## src/design/cpra_pkg.sv

```systemverilog
// Shared constants, codes and types of the contiguous page run allocator.
// No dependencies; used by every module of the block.
package cpra_pkg;

  localparam int unsigned PAGE_TOTAL = 256;
  localparam int unsigned PAGE_W     = $clog2(PAGE_TOTAL);
  localparam int unsigned CNT_W      = PAGE_W + 1;
  localparam int unsigned START_W    = 8;
  localparam int unsigned COUNT_W    = 9;
  localparam int unsigned SUM_W      = ((CNT_W > COUNT_W) ? CNT_W : COUNT_W) + 1;
  localparam int unsigned STATUS_W   = 3;
  localparam int unsigned PAGE_OUT_W = 8;

  typedef logic [1:0] mark_t;

  localparam mark_t MARK_FREE     = 2'd0;
  localparam mark_t MARK_ALLOC    = 2'd1;
  localparam mark_t MARK_RESERVED = 2'd2;

  localparam logic FUNC_ALLOC = 1'b0;
  localparam logic FUNC_FREE  = 1'b1;

  localparam logic [STATUS_W-1:0] ST_OK            = 3'd0;
  localparam logic [STATUS_W-1:0] ST_NO_SPACE      = 3'd1;
  localparam logic [STATUS_W-1:0] ST_RANGE         = 3'd2;
  localparam logic [STATUS_W-1:0] ST_FREE_RESERVED = 3'd3;
  localparam logic [STATUS_W-1:0] ST_FREE_FREE     = 3'd4;
  localparam logic [STATUS_W-1:0] ST_ZERO_COUNT    = 3'd5;

  // Controls from the sequencer to the mark ring.
  typedef struct packed {
    logic  shift;
    mark_t tail_mark;
  } ring_ctl_t;

  // Power-up pattern: pages 0-2 and 7-15 reserved.
  function automatic mark_t reset_mark(input int unsigned idx);
    mark_t m;
    m = MARK_FREE;
    if ((idx <= 2) || ((idx >= 7) && (idx <= 15))) begin
      m = MARK_RESERVED;
    end
    return m;
  endfunction

endpackage

```

## src/design/cpra_cell.sv

```systemverilog
// One page mark cell of the rotating mark ring.
// Depends on cpra_pkg.
module cpra_cell
  import cpra_pkg::*;
(
  input  logic  clk_i,
  input  logic  rst_ni,
  input  mark_t rst_mark_i,  // tied to a constant per position
  input  logic  shift_i,
  input  mark_t mark_i,
  output mark_t mark_o
);

  mark_t mark_q;
  mark_t mark_d;

  assign mark_d = shift_i ? mark_i : mark_q;

  always_ff @(posedge clk_i or negedge rst_ni) begin
    if (!rst_ni) begin
      mark_q <= rst_mark_i;
    end else begin
      mark_q <= mark_d;
    end
  end

  assign mark_o = mark_q;

endmodule

```

## src/design/cpra_ring.sv

```systemverilog
// Ring of page mark cells; marks move one cell toward the head per shift.
// Depends on cpra_pkg and cpra_cell.
module cpra_ring
  import cpra_pkg::*;
(
  input  logic      clk_i,
  input  logic      rst_ni,
  input  ring_ctl_t ctl_i,
  output mark_t     head_mark_o
);

  mark_t marks [PAGE_TOTAL];

  for (genvar k = 0; k < PAGE_TOTAL; k++) begin : g_cell
    mark_t nxt;
    if (k == PAGE_TOTAL - 1) begin : g_tail
      assign nxt = ctl_i.tail_mark;
    end else begin : g_mid
      assign nxt = marks[k+1];
    end

    cpra_cell u_cell (
      .clk_i     (clk_i),
      .rst_ni    (rst_ni),
      .rst_mark_i(reset_mark(k)),
      .shift_i   (ctl_i.shift),
      .mark_i    (nxt),
      .mark_o    (marks[k])
    );
  end

  assign head_mark_o = marks[0];

endmodule

```

## src/design/cpra_ctrl.sv

```systemverilog
// Sequencer: accepts items, walks the ring one page per cycle, holds result.
// Depends on cpra_pkg.
module cpra_ctrl
  import cpra_pkg::*;
(
  input  logic                  clk_i,
  input  logic                  rst_ni,
  input  logic                  in_valid_i,
  output logic                  in_ready_o,
  input  logic                  in_func_i,
  input  logic [START_W-1:0]    in_start_i,
  input  logic [COUNT_W-1:0]    in_count_i,
  output logic                  out_valid_o,
  input  logic                  out_ready_i,
  output logic [STATUS_W-1:0]   out_status_o,
  output logic [PAGE_OUT_W-1:0] out_first_o,
  output logic [PAGE_OUT_W-1:0] out_fault_o,
  input  mark_t                 head_mark_i,
  output ring_ctl_t             ring_ctl_o
);

  localparam logic [2:0] STATE_IDLE   = 3'd0;
  localparam logic [2:0] STATE_ALLOC1 = 3'd1;
  localparam logic [2:0] STATE_ALLOC2 = 3'd2;
  localparam logic [2:0] STATE_FREE   = 3'd3;
  localparam logic [2:0] STATE_DONE   = 3'd4;

  logic [2:0]            state_q, state_d;
  logic                  func_q, func_d;
  logic [START_W-1:0]    start_q, start_d;
  logic [COUNT_W-1:0]    count_q, count_d;
  logic [PAGE_W-1:0]     cnt_q, cnt_d;
  logic [CNT_W-1:0]      run_q, run_d;
  logic                  found_q, found_d;
  logic [PAGE_W-1:0]     fstart_q, fstart_d;
  logic                  stop_q, stop_d;
  logic [STATUS_W-1:0]   status_q, status_d;
  logic [PAGE_OUT_W-1:0] first_q, first_d;
  logic [PAGE_OUT_W-1:0] fault_q, fault_d;
  logic                  ovalid_q, ovalid_d;
  logic [STATUS_W-1:0]   ostatus_q;
  logic [PAGE_OUT_W-1:0] ofirst_q, ofault_q;
  logic                  out_load;

  logic [SUM_W-1:0] cx, lo, hi, fsum;
  logic [CNT_W-1:0] run_nx;
  logic             in_run, last, page_free;

  assign cx        = SUM_W'(cnt_q);
  assign lo        = (func_q == FUNC_FREE) ? SUM_W'(start_q) : SUM_W'(fstart_q);
  assign hi        = lo + SUM_W'(count_q);
  assign in_run    = (cx >= lo) && (cx < hi);
  assign last      = (cnt_q == PAGE_W'(PAGE_TOTAL - 1));
  assign page_free = (head_mark_i == MARK_FREE);
  assign run_nx    = page_free ? (run_q + CNT_W'(1)) : '0;
  // start of a run that ends on the current page
  assign fsum      = cx + SUM_W'(1) - SUM_W'(count_q);

  always_comb begin
    state_d  = state_q;
    func_d   = func_q;
    start_d  = start_q;
    count_d  = count_q;
    cnt_d    = cnt_q;
    run_d    = run_q;
    found_d  = found_q;
    fstart_d = fstart_q;
    stop_d   = stop_q;
    status_d = status_q;
    first_d  = first_q;
    fault_d  = fault_q;
    out_load = 1'b0;
    ring_ctl_o.shift     = 1'b0;
    ring_ctl_o.tail_mark = head_mark_i;

    unique case (state_q)
      STATE_IDLE: begin
        if (in_valid_i) begin
          func_d   = in_func_i;
          start_d  = in_start_i;
          count_d  = in_count_i;
          cnt_d    = '0;
          run_d    = '0;
          found_d  = 1'b0;
          stop_d   = 1'b0;
          status_d = ST_OK;
          first_d  = '0;
          fault_d  = '0;
          if (in_func_i == FUNC_FREE) begin
            if ((SUM_W'(in_start_i) + SUM_W'(in_count_i)) > SUM_W'(PAGE_TOTAL)) begin
              status_d = ST_RANGE;
              state_d  = STATE_DONE;
            end else begin
              state_d = STATE_FREE;
            end
          end else if (in_count_i == '0) begin
            status_d = ST_ZERO_COUNT;
            state_d  = STATE_DONE;
          end else if (SUM_W'(in_count_i) > SUM_W'(PAGE_TOTAL)) begin
            status_d = ST_NO_SPACE;
            state_d  = STATE_DONE;
          end else begin
            state_d = STATE_ALLOC1;
          end
        end
      end
      STATE_ALLOC1: begin
        // search pass: ring rotates unchanged
        ring_ctl_o.shift = 1'b1;
        cnt_d = last ? '0 : (cnt_q + PAGE_W'(1));
        run_d = run_nx;
        if (!found_q && page_free && (SUM_W'(run_nx) == SUM_W'(count_q))) begin
          found_d  = 1'b1;
          fstart_d = fsum[PAGE_W-1:0];
          first_d  = fsum[PAGE_OUT_W-1:0];
        end
        if (last) begin
          if (found_d) begin
            state_d = STATE_ALLOC2;
          end else begin
            status_d = ST_NO_SPACE;
            state_d  = STATE_DONE;
          end
        end
      end
      STATE_ALLOC2: begin
        // marking pass
        ring_ctl_o.shift = 1'b1;
        cnt_d = last ? '0 : (cnt_q + PAGE_W'(1));
        if (in_run) begin
          ring_ctl_o.tail_mark = MARK_ALLOC;
        end
        if (last) begin
          state_d = STATE_DONE;
        end
      end
      STATE_FREE: begin
        ring_ctl_o.shift = 1'b1;
        cnt_d = last ? '0 : (cnt_q + PAGE_W'(1));
        if (in_run && !stop_q) begin
          if (head_mark_i == MARK_RESERVED) begin
            status_d = ST_FREE_RESERVED;
            fault_d  = cx[PAGE_OUT_W-1:0];
            stop_d   = 1'b1;
          end else if (page_free) begin
            status_d = ST_FREE_FREE;
            fault_d  = cx[PAGE_OUT_W-1:0];
            stop_d   = 1'b1;
          end else begin
            ring_ctl_o.tail_mark = MARK_FREE;
          end
        end
        if (last) begin
          state_d = STATE_DONE;
        end
      end
      STATE_DONE: begin
        if (!ovalid_q || out_ready_i) begin
          out_load = 1'b1;
          state_d  = STATE_IDLE;
        end
      end
      default: begin
        state_d = STATE_IDLE;
      end
    endcase
  end

  assign ovalid_d = out_load ? 1'b1 : (out_ready_i ? 1'b0 : ovalid_q);

  always_ff @(posedge clk_i or negedge rst_ni) begin
    if (!rst_ni) begin
      state_q  <= STATE_IDLE;
      ovalid_q <= 1'b0;
      found_q  <= 1'b0;
      stop_q   <= 1'b0;
      cnt_q    <= '0;
      run_q    <= '0;
    end else begin
      state_q  <= state_d;
      ovalid_q <= ovalid_d;
      found_q  <= found_d;
      stop_q   <= stop_d;
      cnt_q    <= cnt_d;
      run_q    <= run_d;
    end
  end

  always_ff @(posedge clk_i) begin
    func_q   <= func_d;
    start_q  <= start_d;
    count_q  <= count_d;
    fstart_q <= fstart_d;
    status_q <= status_d;
    first_q  <= first_d;
    fault_q  <= fault_d;
    if (out_load) begin
      ostatus_q <= status_q;
      ofirst_q  <= first_q;
      ofault_q  <= fault_q;
    end
  end

  assign in_ready_o   = (state_q == STATE_IDLE);
  assign out_valid_o  = ovalid_q;
  assign out_status_o = ostatus_q;
  assign out_first_o  = ofirst_q;
  assign out_fault_o  = ofault_q;

endmodule

```

## src/design/contiguous_page_run_allocator.sv

```systemverilog
// Top level of the first-fit contiguous page run allocator.
// Depends on cpra_pkg, cpra_ctrl, cpra_ring (and cpra_cell below it).
//
//  Channel  Dir  Signals                  Contents
//  s_axis   in   tvalid/tready/tdata/tuser one request transaction
//  m_axis   out  tvalid/tready/tdata       one result transaction per request
//
// Allocate: the request is taken in the idle state, then a full search rotation
// of the mark ring, a full marking rotation and the load of the output
// register follow. An allocate that finds no run skips the marking rotation.
// A free makes one full rotation before the output load.
// Rejected requests (zero count, oversize, range) skip the rotations.
// The ring shifts one page per cycle during each rotation.
// Reset loads the reserved pattern into the ring at once.
// A held result does not block the next request; only a second finished
// result waits for the output register to drain.
module contiguous_page_run_allocator
  import cpra_pkg::*;
(
  input  logic        clk_i,
  input  logic        rst_ni,
  input  logic        s_axis_tvalid_i,
  output logic        s_axis_tready_o,
  input  logic [23:0] s_axis_tdata_i,   // [7:0] start_page, [16:8] page_count, zero pad
  input  logic        s_axis_tuser_i,   // [0] func
  output logic        m_axis_tvalid_o,
  input  logic        m_axis_tready_i,
  output logic [23:0] m_axis_tdata_o    // [2:0] status, [10:3] first_page,
                                        // [18:11] fault_page, zero pad
);

  ring_ctl_t             ring_ctl;
  mark_t                 head_mark;
  logic [STATUS_W-1:0]   status;
  logic [PAGE_OUT_W-1:0] first_page;
  logic [PAGE_OUT_W-1:0] fault_page;

  cpra_ctrl u_ctrl (
    .clk_i       (clk_i),
    .rst_ni      (rst_ni),
    .in_valid_i  (s_axis_tvalid_i),
    .in_ready_o  (s_axis_tready_o),
    .in_func_i   (s_axis_tuser_i),
    .in_start_i  (s_axis_tdata_i[START_W-1:0]),
    .in_count_i  (s_axis_tdata_i[START_W+COUNT_W-1:START_W]),
    .out_valid_o (m_axis_tvalid_o),
    .out_ready_i (m_axis_tready_i),
    .out_status_o(status),
    .out_first_o (first_page),
    .out_fault_o (fault_page),
    .head_mark_i (head_mark),
    .ring_ctl_o  (ring_ctl)
  );

  cpra_ring u_ring (
    .clk_i      (clk_i),
    .rst_ni     (rst_ni),
    .ctl_i      (ring_ctl),
    .head_mark_o(head_mark)
  );

  assign m_axis_tdata_o = {5'b0, fault_page, first_page, status};

endmodule
```

## config.mk

```make
export PLATFORM = sky130hd
export DESIGN_NAME = contiguous_page_run_allocator
export DESIGN_NICKNAME = d
export VERILOG_FILES = /design/src/design/cpra_pkg.sv /design/src/design/cpra_cell.sv /design/src/design/cpra_ring.sv /design/src/design/cpra_ctrl.sv /design/src/design/contiguous_page_run_allocator.sv
export SDC_FILE = /design/constraint.sdc
export NUM_CORES = 1
export LEC_CHECK = 0
export BUFFER_PORTS_ARGS = -buffer_cell sky130_fd_sc_hd__buf_2
export CAP_MARGIN = 20
export CORE_ASPECT_RATIO = 2
export CORE_MARGIN = 5
export CORE_UTILIZATION = 40
export CTS_CLUSTER_DIAMETER = 120
export CTS_CLUSTER_SIZE = 12
export DETAILED_ROUTE_END_ITERATION = 12
export SLEW_MARGIN = 20
export SYNTH_ARGS = -nofsm -noshare
export SYNTH_HDL_FRONTEND = slang
export SYNTH_SLANG_ARGS = --single-unit
```

## constraint.sdc

```tcl
create_clock -name clk_i -period 6.3 [get_ports clk_i]
set_input_delay 1.575 -clock clk_i [delete_from_list [all_inputs] [get_ports clk_i]]
set_output_delay 1.575 -clock clk_i [all_outputs]
set_load 0.02 [all_outputs]
```

==> flow_summary.toml, run 1 <==
[outcome]
status = "completed"

[synth]
syn_inst = 2629
synth.distinct_cells = 74
synth_compound_area_share_pct = 3.469
synthXorXnorAreaFrac_pct = 0.9395
synth.most_common_cell = "nand2_1"
synth_top_area_share_pct = 54.00
synthMuxAreaShare_pct = 0.3768
synth_seq_cells = 599
synthArstFlopShare_pct = 89.32
synthTopCellsByArea = "dfrtp_1, nand2_1, edfxtp_1, ha_1, clkbuf_1"
yosys_warnings = 0
ys_seq_area_share_pct = 63.23
synthFlopType = "dfrtp_1"
synth_top_family_by_area = "simple AND/OR/NAND/NOR gates"
yosys-top-cells-count = "nand2_1, dfrtp_1, clkbuf_1"
syn_area_sq_um = 24240
yosys.area.top_type = "dfrtp_1"
synthSimpleGateAreaFrac_pct = 26.50
synth_fa_ha_area_share_pct = 2.726
syn_area_per_cell_sq_um = 9.220
synth_edf_count = 64

[power]
p_sw_share_pct = 35.18
p_switching_mw = 3.364
pwr-share-comb_pct = 24.1
ir_drop_mv = 0.4612
pwr-share-clk_pct = 31.2
seqPwrFrac_pct = 44.7
p_leak_nw = 14.52
power.density_nw_per_um2 = 358.1
p_int_mw = 6.199
total_power_mw = 9.563

[critical_path]
worstSetupPathType = "flip-flop to flip-flop"
worstSetupEndpointType = "flip-flop"
start_kind = "flip-flop"
cp.arrival_ns = 5.13
crit_required_ns = 6.56
critPathMaxFanout = 8

[sta]
fmax_mhz = 205.3
skew_ns = 0.02078
relSlewSlack_pct = 22.89
layout_min_cycle_time_ns = 4.871
tns_ns = 0
rsz0062_at_grt = "false"
worst_slew_pin_slew_ns = 1.157
slew_viol_final = 0
setup_viol = 0
finalCritPeriodShare_pct = 77.32
finalHoldViolCount = 0

[route]
drc = 0
vias = 16430
first_pass_iters = 7
wl_mm = 45.20
drt_iter0_drc = 1161
wire_per_inst_um = 13.22
ant_nets = 0
drt-vias-per-instance = 4.804

[die]
coreArea_sq_um = 60070
die_y_um = 358.1
die_x_um = 184.1
initial_utilization_pct = 40.35
io_pins = 55
rows = 127
die-area_sq_um = 65920

[cts]
root_buffer = "clkbuf_16"
post_cts_resized = 0
cts_buffer_depth = 3
cts.reportedPaths.clkPinSlew_ns = 0.06
worstSkewPairLatency_ns = 0.59
cts_tree = "yes"
cts.sinks = 599
cts-buffers-inserted = 55
cts_setup_buffers = 0
htree_levels = 2
ctsHoldBuffers = 0

[cells_and_area]
n_antenna_cell = 0
final_nets = 2701
area_growth_pct = 10.19
drive_gt1_share_pct = 5.631
fillers = 5733

[grt]
grt_use_total_pct = 14.14
antenna_found_initial = 0
grt_max_degree = 249
gr-total-overflow = 0
gr-usage-met2_pct = 25.74
grt.busiest_layer = "met2"
grt_pass1_wl_mm = 78.89
grt_pass1_vias = 16286
grt_use_met1_pct = 16.69
globalRouteMet3Util_pct = 1.786

[placement]
port_buffers = 42
post-dp-hpwl_mm = 28.15
gp_congestion = 0.8718

[job]
drv_cap = 0

[worst_hold_path]
holdCritPathClass = "flip-flop to flip-flop"
-- power groups by stage --
stage / Combinational [mW] / Sequential [mW] / Clock [mW]
floorplan: 1.73 / 4.29 / 0
global placement: 2.34 / 4.34 / 0
detailed placement: 2.36 / 4.35 / 0
CTS: 2.37 / 4.28 / 3.12
global route: 2.62 / 4.30 / 3.25
finish: 2.31 / 4.28 / 2.98
-- registers in the layout (all words and copies together), names as in the netlist --
name,cells
u_ctrl.out_valid_o,1
u_ctrl.run_q,9
u_ctrl.found_q,1
u_ctrl.out_fault_o,8
u_ctrl.out_first_o,8
u_ctrl.cnt_q,8
u_ctrl.func_q,1
u_ctrl.stop_q,1
u_ctrl.status_q,3
u_ctrl.out_status_o,3
u_ctrl.count_q,9
u_ctrl.first_q,8
u_ctrl.state_q,3
u_ctrl.fstart_q,8
u_ctrl.fault_q,8
u_ring.g_cell.u_cell.mark_o,512
u_ctrl.start_q,8
-- area by class of cell --
class	instances	area (sq um)	area share, %
clock buffers	80	1491	5.584
clock inverters	2	25.02	0.09369
inverters	40	150.1	0.5622
multi-input cells	1865	8280	31.00
flip-flops and latches	599	15320	57.38
well taps	774	968.4	3.626
repair buffers	60	467.9	1.752
-- worst max-delay path, stage by stage (launching register included) --
cell	delay, ns
edfxtp_1	0.66
mux2i_1	0.45
inv_1	0.09
ha_1	0.30
a211oi_1	0.26
o21bai_1	0.13
a21oi_1	0.28
o21bai_1	0.10
a21oi_1	0.17
xor2_1	0.10
ha_1	0.19
a2111oi_0	0.38
o21ai_0	0.14
o21ai_0	0.10
o21bai_1	0.26
or4_2	0.62
nand2_1	0.29
-- cells by family (layout without fill, tap and decap cells) --
| kind of cell | count (synthesis) | count (layout) |
|---|---|---|
| AOI/OAI and AO/OA | 121 | 121 |
| buffers and inverters | 169 | 182 |
| other | 1 | 5 |
| muxes | 9 | 9 |
| and+or+nand+nor | 1653 | 1653 |
| xor gates and xnor gates | 26 | 26 |
| DFF | 599 | 599 |
| adders and majority gates | 51 | 51 |
-- per-stage QoR --
stage | hold slack [ns] | setup slack (ns) | utilization, % | cells | area, sq um
6_report | 0.4219 | 1.429 | 44.47 | 3420 | 26710
5_1_grt | 0.4322 | 1.019 | 44.47 | 3420 | 26710
4_1_cts | 0.4216 | 1.343 | 44.47 | 3420 | 26710
3_5_place_dp | 0.4066 | 1.372 | 41.94 | 3338 | 25190
3_3_place_gp | 0.4018 | 1.262 | 41.94 | 3338 | 25190
2_1_floorplan | 0.4003 | 2.094 | - | 2633 | 24250
-- final timing paths --
check	start	slack, ns	cells after the start	to
worst max register to register	u_ctrl.func_q	1.43	16	u_ctrl.fault_q[1]
worst min-delay path	u_ctrl.status_q[1]	0.42	0	u_ctrl.out_status_o[1]
max in group asynchronous	rst_ni	4.10	2	u_ring.g_cell[18].u_cell.mark_o[1]
min in group asynchronous	rst_ni	1.01	1	u_ring.g_cell[236].u_cell.mark_o[1]
worst min register to register	u_ctrl.status_q[1]	0.42	0	u_ctrl.out_status_o[1]
worst max-delay path	u_ctrl.func_q	1.43	16	u_ctrl.fault_q[1]
-- layout by cell type, fill, tap and decap left out, types with 4 or more instances in the layout --
cell       instances
clkbuf_16         56
buf_12             9
o21a_1             7
and2_1             7
dfstp_2           12
xnor2_1           13
o21bai_1           6
xor2_1            13
buf_4              9
nand2_1         1554
o211ai_1           4
edfxtp_1          64
nor2_1            26
o21ai_0           33
a21oi_1           17
clkbuf_1          24
a211oi_1           5
ha_1              48
mux2i_1            8
nand3_1            9
conb_1             5
and3_1            12
inv_1             39
a21o_1             9
nor2b_1            5
o2111ai_1          6
dfrtp_1          523
buf_2             41
nand2b_1           6
-- metal layers --
layer  vias up  routed length, um
met5         -                  0
met4         0               1850
met3        82               1159
met2       195              23660
met1      8009              18530
li1       8144                  -
Power figures use the tool's default switching activity.
==> inputs of run 2 (changes only) <==
==> constraint.sdc (replaced) <==
create_clock -name clk_i -period 4.4 [get_ports clk_i]
set_input_delay 1.1 -clock clk_i [delete_from_list [all_inputs] [get_ports clk_i]]
set_output_delay 1.1 -clock clk_i [all_outputs]
set_load 0.02 [all_outputs]
==> flow_summary.toml, run 2 (synthesized netlist as in run 1, its figures left out) <==
[outcome]
status = "completed"

[critical_path]
start_kind = "flip-flop"
path_delay_family = "compound AO/OA/AOI/OAI gates"
cpMostUsedCell = "o21ai_0"
critPathMaxFanout = 8
worstSetupEndpointType = "flip-flop"
crit_buf_inv = 2
timing.rr.start = "u_ctrl.func_q"
crit_required_ns = 4.71
startpoint = "u_ctrl.func_q"
worstSetupPathType = "flip-flop to flip-flop"
slowest_delay_ns = 0.49
worstPathCellList = "mux2_2 > ha_2 > inv_1 > fa_1 > nor2b_1 > o21ai_1 > nand2b_1 > xnor2_1 > ha_1 > a21o_1 > a2111oi_1 > o21ai_0 > o21ai_0 > o21bai_2 > or4_4 > nand2_2 > buf_12"
cpMaxStageDelayCell = "edfxtp_1"
cp.arrival_ns = 4.42

[sta]
worst_slew_pin_slew_ns = 1.001
fmax_mhz = 243.3
tns_ns = 0
setup_slack_ns = 0.2901
finalCritPeriodShare_pct = 93.41
finalHoldViolCount = 0
layout_min_cycle_time_ns = 4.110
slew_viol_final = 0
setup_viol = 0
rsz0062_at_grt = "false"
skew_ns = 0.01166
relSlewSlack_pct = 33.25

[route]
drc = 0
wire_per_inst_um = 13.47
ant_nets = 0
vias = 16597
drt-vias-per-instance = 4.821
wl_mm = 46.38
drt_iter0_drc = 1114
first_pass_iters = 5

[cells_and_area]
drive_gt1_share_pct = 6.669
largest_register_ffs = 512
fillers = 5735
area_growth_pct = 11.41
final_area_sq_um = 27000
layout_common_cells = "nand2_1, dfrtp_1, edfxtp_1, clkbuf_16, ha_1"
layout_commonest_cell = "nand2_1"
final_nets = 2723
n_antenna_cell = 0
instances_no_fill = 3443
utilization_pct = 44.96

[die]
coreArea_sq_um = 60070
die_x_um = 184.1
die_y_um = 358.1
io_pins = 55
die-area_sq_um = 65920
initial_utilization_pct = 40.35
rows = 127

[placement]
place_ws_ns = -0.06979
gp_congestion = 0.8845
post-dp-hpwl_mm = 29.64
place_inst = 3359
dpl_cell_area_sq_um = 25400
port_buffers = 42

[job]
drv_cap = 0

[cts]
cts_setup_buffers = 0
root_buffer = "clkbuf_16"
cts_tree = "yes"
cts.sinks = 599
cts-buffers-inserted = 55
cts_buffer_depth = 3
htree_levels = 2
cts.reportedPaths.clkPinSlew_ns = 0.06
worstSkewPairLatency_ns = 0.59

[worst_hold_path]
holdCritPathClass = "flip-flop to flip-flop"
hold_path.startpoint = "u_ctrl.fault_q[3]"

[grt]
grt_use_total_pct = 14.46
grt_max_degree = 175
grt_pass1_wl_mm = 80.43
antenna_found_initial = 0
grt_pass1_vias = 16787
gr-total-overflow = 0

[power]
pwr-share-comb_pct = 25.4
p_sw_share_pct = 35.08
power.density_nw_per_um2 = 516.7
p_int_mw = 9.057
pwr-share-clk_pct = 30.7
p_switching_mw = 4.895
ir_drop_mv = 0.5398
p_leak_nw = 14.66
seqPwrFrac_pct = 43.9
[run 2: cell count changes in the layout (fill, tap and decap cells not counted), sizes merged]
| cell | before | now |
|---|---|---|
| buf | 60 | 82 |
| clkbuf | 80 | 81 |
[run 2: worst register-to-register path, cell delays in order (launching register included)]
cell and delay, ns:
edfxtp_1 0.49, mux2_2 0.29, ha_2 0.21, inv_1 0.06, fa_1 0.40, nor2b_1 0.14, o21ai_1 0.10, nand2b_1 0.10
xnor2_1 0.13, ha_1 0.27, a21o_1 0.16, a2111oi_1 0.38, o21ai_0 0.13, o21ai_0 0.12, o21bai_2 0.15, or4_4 0.47
nand2_2 0.11, buf_12 0.13
[run 2: layout make-up]
cell class,count,area (sq um),share of cell area [%]
Inverter,40,150.1,0.5560
Sequential cell,599,15320,56.75
Tap cell,774,968.4,3.586
Timing Repair Buffer,82,703.2,2.604
Multi-Input combinational cell,1865,8313,30.78
Clock inverter,2,50.05,0.1853
Clock buffer,81,1495,5.537
[run 2: power groups by stage]
| stage | registers (mW) | clock network, mW | logic [mW] |
|---|---|---|---|
| after floorplan | 6.15 | 0 | 2.48 |
| after global placement | 6.21 | 0 | 3.53 |
| after detailed placement | 6.22 | 0 | 3.56 |
| after CTS | 6.12 | 4.47 | 3.57 |
| after global routing | 6.15 | 4.70 | 3.98 |
| final | 6.12 | 4.29 | 3.54 |
[run 2: per-stage QoR]
stage	hold WS [ns]	total power [mW]
after floorplan	0.4003	8.629
after global placement	0.4010	9.738
after detailed placement	0.4052	9.784
after CTS	0.4198	14.17
after global routing	0.4231	14.83
final	0.4187	13.95
[run 2: worst paths after layout]
path,cells after the start,endpoint,slack (ns)
worst max-delay path,17,u_ctrl.fault_q[0],0.29
worst min-delay path,0,u_ctrl.out_fault_o[3],0.42
worst max register to register,17,u_ctrl.fault_q[0],0.29
worst min register to register,0,u_ctrl.out_fault_o[3],0.42
max in group asynchronous,2,u_ring.g_cell[133].u_cell.mark_o[0],2.87
min in group asynchronous,1,u_ring.g_cell[207].u_cell.mark_o[1],0.46
[run 2: repair_timing]
| action | 4_1_cts | 5_1_grt |
|---|---|---|
| hold endpoints to repair | 0 | 0 |
| hold buffers | 0 | 0 |
| resized for setup | 2 | 10 |
| setup endpoints to repair | 11 | 11 |
| pin swaps | 0 | 1 |
[run 2: routing by layer]
layer	track usage [%]	vias up	share of wire [%]
met4	6.246	0	4.1
met5	0	-	0
li1	-	8196	-
met2	26.72	198	53
met1	16.58	8118	40
met3	1.857	85	2.7
